`src/design/mdio_clause45_master_regs_assert.svh`:
```
// assertion macros shared by the mdio clause 45 master rtl
// needs nothing but a clock and an active-low reset at the point of use
`ifndef MDIO_CLAUSE45_MASTER_REGS_ASSERT_SVH
`define MDIO_CLAUSE45_MASTER_REGS_ASSERT_SVH

// same-cycle implication, off while reset is asserted
`define MDIOC45_ASSERT_IMPL(label, clk, rst_n, ante, cons) \
	label: assert property (@(posedge clk) disable iff (!(rst_n)) (ante) |-> (cons)) \
		else $error("mdioc45 check failed");

// next-cycle implication, off while reset is asserted
`define MDIOC45_ASSERT_NEXT(label, clk, rst_n, ante, cons) \
	label: assert property (@(posedge clk) disable iff (!(rst_n)) (ante) |=> (cons)) \
		else $error("mdioc45 check failed");

`endif

```
`src/design/mdioc45_pkg.sv`:
```
// shared types and constants for the mdio clause 45 master
// no dependencies
package mdioc45_pkg;

	// frame layout
	localparam int PREAMBLE_BITS = 32;
	localparam int FRAME_BITS    = PREAMBLE_BITS + 32;
	localparam int BC_W          = 7;

	// frame header codes
	localparam logic [1:0] FRAME_ST       = 2'b00;
	localparam logic [1:0] FRAME_TA       = 2'b10;
	localparam logic [1:0] FRAME_OP_ADDR  = 2'b00;
	localparam logic [1:0] FRAME_OP_WRITE = 2'b01;
	localparam logic [1:0] FRAME_OP_READ  = 2'b11;

	// register access codes
	localparam logic [1:0] OP_IDLE  = 2'd0;
	localparam logic [1:0] OP_READ  = 2'd1;
	localparam logic [1:0] OP_WRITE = 2'd2;

	// register word offsets
	localparam logic [2:0] REG_CFG    = 3'd0;
	localparam logic [2:0] REG_CMD    = 3'd1;
	localparam logic [2:0] REG_WRDAT  = 3'd2;
	localparam logic [2:0] REG_RDDAT  = 3'd3;
	localparam logic [2:0] REG_STATUS = 3'd4;
	localparam logic [2:0] REG_MASK   = 3'd5;
	localparam logic [2:0] REG_SRC    = 3'd6;
	localparam logic [2:0] REG_RESET  = 3'd7;

	localparam logic [7:0]  MDC_DIV_RESET = 8'd49;
	localparam logic [31:0] CMD_KEEP_MASK = 32'hFFFF_1F9F;

	typedef struct packed {
		logic [1:0]  operation;
		logic [2:0]  reg_offset;
		logic [31:0] write_data;
		logic        mdio_in;
	} mdioc45_req_t;

	typedef struct packed {
		logic [31:0] read_data;
		logic        mdc_level;
		logic        mdio_out;
		logic        mdio_drive;
		logic        irq;
	} mdioc45_rsp_t;

	// control into the register/engine core
	typedef struct packed {
		logic       step;
		logic       cfg_we;
		logic [7:0] cfg_wdata;
	} mdioc45_ctl_t;

endpackage

```
`src/design/mdioc45_core.sv`:
```
// register file and mdio frame engine, one tick per step
// depends on mdioc45_pkg and the assertion macro header
`include "mdio_clause45_master_regs_assert.svh"

module mdioc45_core (
	input  logic                      clk,
	input  logic                      arst_n,
	input  mdioc45_pkg::mdioc45_ctl_t ctl,
	input  mdioc45_pkg::mdioc45_req_t req,
	output mdioc45_pkg::mdioc45_rsp_t rsp
);
	import mdioc45_pkg::*;

	localparam logic [1:0] PH_IDLE = 2'd0;
	localparam logic [1:0] PH_ADDR = 2'd1;
	localparam logic [1:0] PH_DATA = 2'd2;

	localparam logic [BC_W-1:0] BC_DRV_OFF = BC_W'(PREAMBLE_BITS + 14);
	localparam logic [BC_W-1:0] BC_TA2     = BC_W'(PREAMBLE_BITS + 15);
	localparam logic [BC_W-1:0] BC_DATA    = BC_W'(PREAMBLE_BITS + 16);
	localparam logic [BC_W-1:0] BC_END     = BC_W'(FRAME_BITS);
	localparam int PRE_SHIFT  = 64 - PREAMBLE_BITS;
	localparam int BODY_SHIFT = 32 - PREAMBLE_BITS;

	function automatic logic [63:0] make_frame(input logic [1:0] op, input logic [31:0] cmd,
		input logic [15:0] data);
		logic [63:0] body;
		logic [63:0] pre;
		body = {32'd0, FRAME_ST, op, cmd[12:8], cmd[4:0], FRAME_TA, data};
		pre  = (PREAMBLE_BITS == 0) ? 64'd0 : (~64'd0 << PRE_SHIFT);
		return pre | (body << BODY_SHIFT);
	endfunction

	logic [7:0]      div_q, n_div;
	logic [31:0]     cmd_q, n_cmd;
	logic [15:0]     wr_q, n_wr;
	logic [15:0]     rd_q, n_rd;
	logic            done_q, n_done;
	logic            err_q, n_err;
	logic [1:0]      mask_q, n_mask;
	logic [1:0]      ph_q, n_ph;
	logic [BC_W-1:0] bc_q, n_bc;
	logic [63:0]     sf_q, n_sf;
	logic [7:0]      cdc_q, n_cdc;
	logic            cl_q, n_cl;
	logic            is_rd;
	logic            drive;
	logic [1:0]      status;

	always_comb begin
		n_div  = div_q;
		n_cmd  = cmd_q;
		n_wr   = wr_q;
		n_rd   = rd_q;
		n_done = done_q;
		n_err  = err_q;
		n_mask = mask_q;
		n_ph   = ph_q;
		n_bc   = bc_q;
		n_sf   = sf_q;
		n_cdc  = cdc_q;
		n_cl   = cl_q;
		is_rd  = cmd_q[7];
		rsp    = '0;

		// engine tick
		if (ph_q != PH_IDLE) begin
			if (cdc_q < div_q) begin
				n_cdc = cdc_q + 8'd1;
			end else begin
				n_cdc = 8'd0;
				if (!cl_q) begin
					n_cl = 1'b1;
					if (ph_q == PH_DATA && is_rd) begin
						if (bc_q == BC_TA2 && req.mdio_in)
							n_err = 1'b1;
						if (bc_q >= BC_DATA)
							n_rd = {rd_q[14:0], req.mdio_in};
					end
				end else begin
					n_cl = 1'b0;
					n_bc = bc_q + BC_W'(1);
					n_sf = sf_q << 1;
					if (n_bc >= BC_END) begin
						if (ph_q == PH_ADDR) begin
							n_ph = PH_DATA;
							n_bc = '0;
							n_sf = is_rd ? make_frame(FRAME_OP_READ, cmd_q, 16'd0)
							             : make_frame(FRAME_OP_WRITE, cmd_q, wr_q);
						end else begin
							n_ph   = PH_IDLE;
							n_bc   = '0;
							n_sf   = '0;
							n_cdc  = 8'd0;
							n_cl   = 1'b0;
							n_done = 1'b1;
						end
					end
				end
			end
		end

		status = {n_err, n_done};

		// register access after the engine
		if (req.operation == OP_READ) begin
			unique case (req.reg_offset)
				REG_CFG:    rsp.read_data = {24'd0, div_q};
				REG_CMD:    rsp.read_data = cmd_q;
				REG_WRDAT:  rsp.read_data = {16'd0, wr_q};
				REG_RDDAT:  rsp.read_data = {16'd0, n_rd};
				REG_STATUS: rsp.read_data = {30'd0, status};
				REG_MASK:   rsp.read_data = {30'd0, mask_q};
				REG_SRC:    rsp.read_data = {30'd0, status & ~mask_q};
				REG_RESET:  rsp.read_data = 32'd0;
			endcase
		end else if (req.operation == OP_WRITE) begin
			unique case (req.reg_offset)
				REG_CFG:   n_div = req.write_data[7:0];
				REG_CMD: begin
					if (n_ph == PH_IDLE) begin
						n_cmd = req.write_data & CMD_KEEP_MASK;
						n_ph  = PH_ADDR;
						n_bc  = '0;
						n_cdc = 8'd0;
						n_cl  = 1'b0;
						n_sf  = make_frame(FRAME_OP_ADDR, n_cmd, n_cmd[31:16]);
					end
				end
				REG_WRDAT: n_wr = req.write_data[15:0];
				REG_STATUS: begin
					if (req.write_data[0])
						n_done = 1'b0;
					if (req.write_data[1])
						n_err = 1'b0;
				end
				REG_MASK:  n_mask = req.write_data[1:0];
				REG_RESET: begin
					if (req.write_data[0]) begin
						n_ph   = PH_IDLE;
						n_bc   = '0;
						n_sf   = '0;
						n_cdc  = 8'd0;
						n_cl   = 1'b0;
						n_done = 1'b0;
						n_err  = 1'b0;
					end
				end
				REG_RDDAT, REG_SRC: ;
			endcase
		end

		if (ctl.cfg_we)
			n_div = ctl.cfg_wdata;

		drive = (n_ph != PH_IDLE)
			&& !(n_ph == PH_DATA && n_cmd[7] && n_bc >= BC_DRV_OFF);
		rsp.mdc_level  = n_cl;
		rsp.mdio_drive = drive;
		rsp.mdio_out   = drive & n_sf[63];
		rsp.irq        = (n_done & ~n_mask[0]) | (n_err & ~n_mask[1]);
	end

	always_ff @(posedge clk or negedge arst_n) begin
		if (!arst_n) begin
			div_q  <= MDC_DIV_RESET;
			cmd_q  <= '0;
			wr_q   <= '0;
			rd_q   <= '0;
			done_q <= 1'b0;
			err_q  <= 1'b0;
			mask_q <= 2'b11;
			ph_q   <= PH_IDLE;
			bc_q   <= '0;
			sf_q   <= '0;
			cdc_q  <= '0;
			cl_q   <= 1'b0;
		end else if (ctl.step) begin
			div_q  <= n_div;
			cmd_q  <= n_cmd;
			wr_q   <= n_wr;
			rd_q   <= n_rd;
			done_q <= n_done;
			err_q  <= n_err;
			mask_q <= n_mask;
			ph_q   <= n_ph;
			bc_q   <= n_bc;
			sf_q   <= n_sf;
			cdc_q  <= n_cdc;
			cl_q   <= n_cl;
		end else if (ctl.cfg_we) begin
			div_q <= ctl.cfg_wdata;
		end
	end

	`MDIOC45_ASSERT_IMPL(a_idle_mdc_low, clk, arst_n, ph_q == PH_IDLE, !cl_q && bc_q == '0)
	`MDIOC45_ASSERT_IMPL(a_bc_in_frame, clk, arst_n, 1'b1, bc_q < BC_END)
	`MDIOC45_ASSERT_IMPL(a_done_from_data, clk, arst_n, $rose(done_q), $past(ph_q) == PH_DATA)

endmodule

```
`src/design/mdio_clause45_master_regs.sv`:
```
// top level of the mdio clause 45 master: input stage, core, result stage
// depends on mdioc45_pkg, mdioc45_core and the assertion macro header
//
//  channel  direction  handshake             beat
//  req      in         req_valid/req_ready   one tick, optional register access
//  rsp      out        rsp_valid/rsp_ready   register read data and pin levels
//  cfg      in         cfg_we                mdc divider, no back-pressure
//
// one beat per cycle sustained while rsp is not stalled; each beat passes through the input stage
// (where the core applies its tick) and then sits in the result register
// a stalled result holds the result register; the input stage still takes a
// beat, and req_ready drops only when both stages are full and rsp is stalled
// reset clears both stage valids and the core: idle engine, divider 49,
// interrupt masks set
`include "mdio_clause45_master_regs_assert.svh"

module mdio_clause45_master_regs (
	input  logic                      clk,
	input  logic                      arst_n,
	input  logic                      req_valid,
	output logic                      req_ready,
	input  mdioc45_pkg::mdioc45_req_t req,
	output logic                      rsp_valid,
	input  logic                      rsp_ready,
	output mdioc45_pkg::mdioc45_rsp_t rsp,
	input  logic                      cfg_we,
	input  logic [7:0]                cfg_wdata
);
	import mdioc45_pkg::*;

	logic         valid_s1;
	mdioc45_req_t req_s1;
	logic         valid_s2;
	mdioc45_rsp_t rsp_s2;
	logic         out_free;
	logic         step;
	mdioc45_ctl_t ctl;
	mdioc45_rsp_t core_rsp;

	// result register can load when empty or being drained this cycle
	assign out_free  = !valid_s2 || rsp_ready;
	// the core ticks exactly once per beat, as it leaves the input stage
	assign step      = valid_s1 && out_free;
	assign req_ready = !valid_s1 || out_free;

	assign ctl.step      = step;
	assign ctl.cfg_we    = cfg_we;
	assign ctl.cfg_wdata = cfg_wdata;

	mdioc45_core u_core (
		.clk    (clk),
		.arst_n (arst_n),
		.ctl    (ctl),
		.req    (req_s1),
		.rsp    (core_rsp)
	);

	// input stage
	always_ff @(posedge clk or negedge arst_n) begin
		if (!arst_n) begin
			valid_s1 <= 1'b0;
		end else if (req_ready) begin
			valid_s1 <= req_valid;
		end
	end

	always_ff @(posedge clk) begin
		if (req_ready && req_valid)
			req_s1 <= req;
	end

	// result stage
	always_ff @(posedge clk or negedge arst_n) begin
		if (!arst_n) begin
			valid_s2 <= 1'b0;
		end else if (out_free) begin
			valid_s2 <= valid_s1;
		end
	end

	always_ff @(posedge clk) begin
		if (step)
			rsp_s2 <= core_rsp;
	end

	assign rsp_valid = valid_s2;
	assign rsp       = rsp_s2;

	`MDIOC45_ASSERT_IMPL(a_stall_only_when_full, clk, arst_n, !req_ready,
		valid_s1 && valid_s2 && !rsp_ready)
	`MDIOC45_ASSERT_IMPL(a_out_needs_drive, clk, arst_n, rsp_valid && rsp.mdio_out,
		rsp.mdio_drive)
	`MDIOC45_ASSERT_NEXT(a_step_fills_out, clk, arst_n, step, valid_s2)

endmodule

```
`config.mk`:
```
export PLATFORM = sky130hd
export DESIGN_NAME = mdio_clause45_master_regs
export DESIGN_NICKNAME = d
export VERILOG_FILES = /design/src/design/mdioc45_pkg.sv /design/src/design/mdioc45_core.sv /design/src/design/mdio_clause45_master_regs.sv
export VERILOG_INCLUDE_DIRS = /design/src /design/src/design
export SDC_FILE = /design/constraint.sdc
export NUM_CORES = 1
export LEC_CHECK = 0
export ABC_AREA = 1
export BUFFER_PORTS_ARGS = -buffer_cell sky130_fd_sc_hd__buf_4
export CORE_MARGIN = 1
export CORE_UTILIZATION = 36
export DETAILED_ROUTE_END_ITERATION = 12
export GPL_ROUTABILITY_DRIVEN = 0
export PLACE_DENSITY = 0.55
export SKIP_CTS_REPAIR_TIMING = 1
export SYNTH_ARGS = -nofsm -noshare
export SYNTH_HDL_FRONTEND = slang
export SYNTH_SLANG_ARGS = --single-unit
```
`constraint.sdc`:
```
create_clock -name clk -period 8.1 [get_ports clk]
set_input_delay 0.81 -clock clk [delete_from_list [all_inputs] [get_ports clk]]
set_output_delay 0.81 -clock clk [all_outputs]
set_load 0.005 [all_outputs]
```
==> key figures <==
Pwr
  – VDD IR max: approximately 0.00019 V
  – Pleak: approximately 5.7 nW
  – Pwr per Cell Area: 298 mW/mm²
  – Overall Power: around 3.8 mW

Floorplanning
  – Chip width: 178 µm
  – FP Rows: 63
  – Core area: around 0.030 mm²
  – Chip Height: 178 µm
  – # IOs: ~90
  – Full die area: approximately 0.032 mm²
  – Initial core utilization: 0.370

Drt
  – DR DRC count: 0
  – Post-Route WL: about 29,000 µm
  – Pre-Repair DR Iteration Count: 5
  – ANT nets after route: 0
  – Via density: 5.15
  – Drt wl/cell: ~17 µm
  – Via count: 8,799
  – Initial detailed-routing violation count: around 750

Yosys
  – Synthesized Nets: 1,307
  – Flops & latches, synth: between 200 and 250
  – Synth cell types: 47
  – Top FF cell, synth: dfrtp_1
  – Syn Std Cell Area: around 0.011 mm²
  – Synth warn: 0
  – Syn Inst Count: between 1,000 and 1,500
  – Top cell type's share of synthesized area: 0.338
  – Largest cells by area after synthesis: dfrtp_1 (34%), edfxtp_1 (20%), nand2_1 (11%), o21ai_0 (6.3%), inv_1 (4.3%)
  – Most frequent cells after synthesis: nand2_1 (338), dfrtp_1 (150), o21ai_0 (139)
  – EDFF count, synth: 74
  – Post-synthesis sequential area ratio: 0.551
  – Most common cell in the netlist: nand2_1
  – Syn Area/Cell: roughly 8.9 µm²
  – Synth area leader: dfrtp_1
  – Asr flop ratio synth: 0.677

Final layout
  – Share of cells above drive strength 1: 0.138
  – Final #Nets: between 1,000 and 1,500
  – Post-Layout Cell Count: 1,710
  – Layout area overhead: 15.7%
  – Antenna cells: 0
  – Utilization after layout: 0.429

Critical path
  – CP Max Fanout: 41
  – CP Class: reg2reg
  – CP cell instances: ha_1 -> nand3_2 -> inv_1 -> nand2_1 -> nand2_1 -> nand2_2 -> nand2_2 -> inv_2 -> nand3_4 -> nand2_2 -> nand2_2 -> nor2_2 -> buf_4 -> nand2_1 -> o21ai_0
  – CP required: between 8 and 9 ns
  – Cell family with most CP delay: simple AND/OR/NAND/NOR gates
  – Max incr delay on CP: 0.50 ns
  – Worst setup EP type: register
  – Most frequent CP cell: nand2_2
  – Arrival time worst endpoint: approximately 4.0 ns
  – CP startpoint kind: register
  – Worst path bufs/invs: 3
  – CP max-delay cell: nand2_2

Global routing
  – Initial antenna violation count: 0
  – First-pass GRT wire length: about 48,000 µm
  – Vias in the first global route: 8,557
  – Total gr overflow: 0
  – Pin count of the biggest net entering global routing: 84
  – GRT Overall Usage: 0.194

STA
  – Final TNS setup: 0 ns
  – Fin. Hold Viols: 0
  – Max Freq: 0.278 GHz
  – Worst clock skew: around 0.010 ns
  – Worst-Margin Slew: 1.04 ns
  – Period utilization: 0.444
  – Post-layout min period: approximately 3.6 ns
  – Slew margin rel.: 0.309
  – Max Slew Vio Count: 0
  – Final setup vio count: 0
  – RSZ-0062 raised after global routing: no

Clock tree
  – CTS Root Cell: clkbuf_16
  – Num CTS Buffers: 26
  – CTS H-tree lvls: 1
  – TritonCTS Sinks: around 230
  – Clock buffer depth: 3
  – Clk slew on worst S/H paths: 0.06 ns
  – Clock latency on the worst-skew pair: 0.53 ns
  – CTS tree: built

Flow run
  – Max-cap violations: 0

Placed design
  – I/O Buffers: between 80 and 90
  – Inst Count DP: approximately 1,700
  – DP HPWL: ~20,000 µm

Hold path
  – Hold Crit Class: in2async

Status
  – Outcome: finished, final reports clean
metal layers:
metal | routed length, µm | track usage
met4 | 550 | 0.0452
met1 | 13700 | 0.272
met2 | 13900 | 0.315
met3 | 1300 | 0.0274
met5 | 0 | 0
state kept, by name (all words and copies together) (netlist names):
| register | cells |
|---|---|
| u_core.sf_q | 64 |
| u_core.wr_q | 16 |
| u_core.mask_q | 2 |
| u_core.cmd_q | 27 |
| req_s1 | 38 |
| u_core.ph_q | 2 |
| rsp_valid | 1 |
| rsp | 36 |
| u_core.err_q | 1 |
| valid_s1 | 1 |
| u_core.cl_q | 1 |
| u_core.bc_q | 7 |
| u_core.cdc_q | 8 |
| u_core.rd_q | 16 |
| u_core.div_q | 8 |
| u_core.done_q | 1 |
cells by family after synthesis:
logic type	Yosys count	synth area share
compound gates	301	0.166
fa+ha+maj	10	0.0113
flops	229	0.551
xor+xnor	5	0.00395
buf+inv	211	0.0762
mux	10	0.00947
simple gates	480	0.182
metrics by stage:
stage                     hold WS (ns)  area, µm²  setup WS (ns)
after CTS                        0.361      12800           4.46
after global placement           0.458      12000           4.54
final                            0.313      12800           4.50
after floorplan                  0.442      11100           5.02
after detailed placement         0.466      12000           4.49
after global routing             0.371      12800           3.96
where the power goes:
| group | total [mW] | switching, mW | internal (mW) |
|---|---|---|---|
| clock | 1.13 | 0.467 | 0.663 |
| sequential | 1.71 | 0.207 | 1.50 |
| combinational | 0.995 | 0.626 | 0.370 |
layout by cell type (no fill, tap or decap), types with 7 or more instances in the layout:
cell type and instances:
o211ai_1 13, nor2_1 36, nor3_1 16, nand2_1 337, a31oi_1 10, edfxtp_1 74
o22ai_1 18, o221ai_1 42, a22oi_1 8, clkbuf_1 8, o21ai_1 9, dfrtp_1 150
inv_2 10, buf_4 99, a21oi_1 40, nand4_1 7, clkbuf_16 27, ha_1 10
nand3_1 59, inv_1 126, o21ai_0 139, a221o_1 10
path summary, 6_finish.rpt:
check	startpoint	end	slack (ns)	depth (start not counted)
setup reg to reg	u_core.bc_q[0]	u_core.cmd_q[18]	4.50	15
min in group clk	req[37]	req_s1[37]	0.45	1
max in group asynchronous	arst_n	u_core.sf_q[38]	6.30	2
setup / recovery	u_core.bc_q[0]	u_core.cmd_q[18]	4.50	15
hold reg to reg	req_s1[31]	u_core.cmd_q[30]	0.47	2
hold / removal	arst_n	u_core.rd_q[14]	0.31	1
cell type report:
| class | count | area (µm²) |
|---|---|---|
| clock buffers | 41 | 788 |
| well taps | 390 | 488 |
| repair buffers | 100 | 754 |
| inverters | 138 | 520 |
| multi-input cells | 806 | 4150 |
| clock inverters | 6 | 31.3 |
| flip-flops and latches | 229 | 6110 |
| fillers | 2970 | 17100 |
Note: power is estimated with default switching activity, not from simulation.
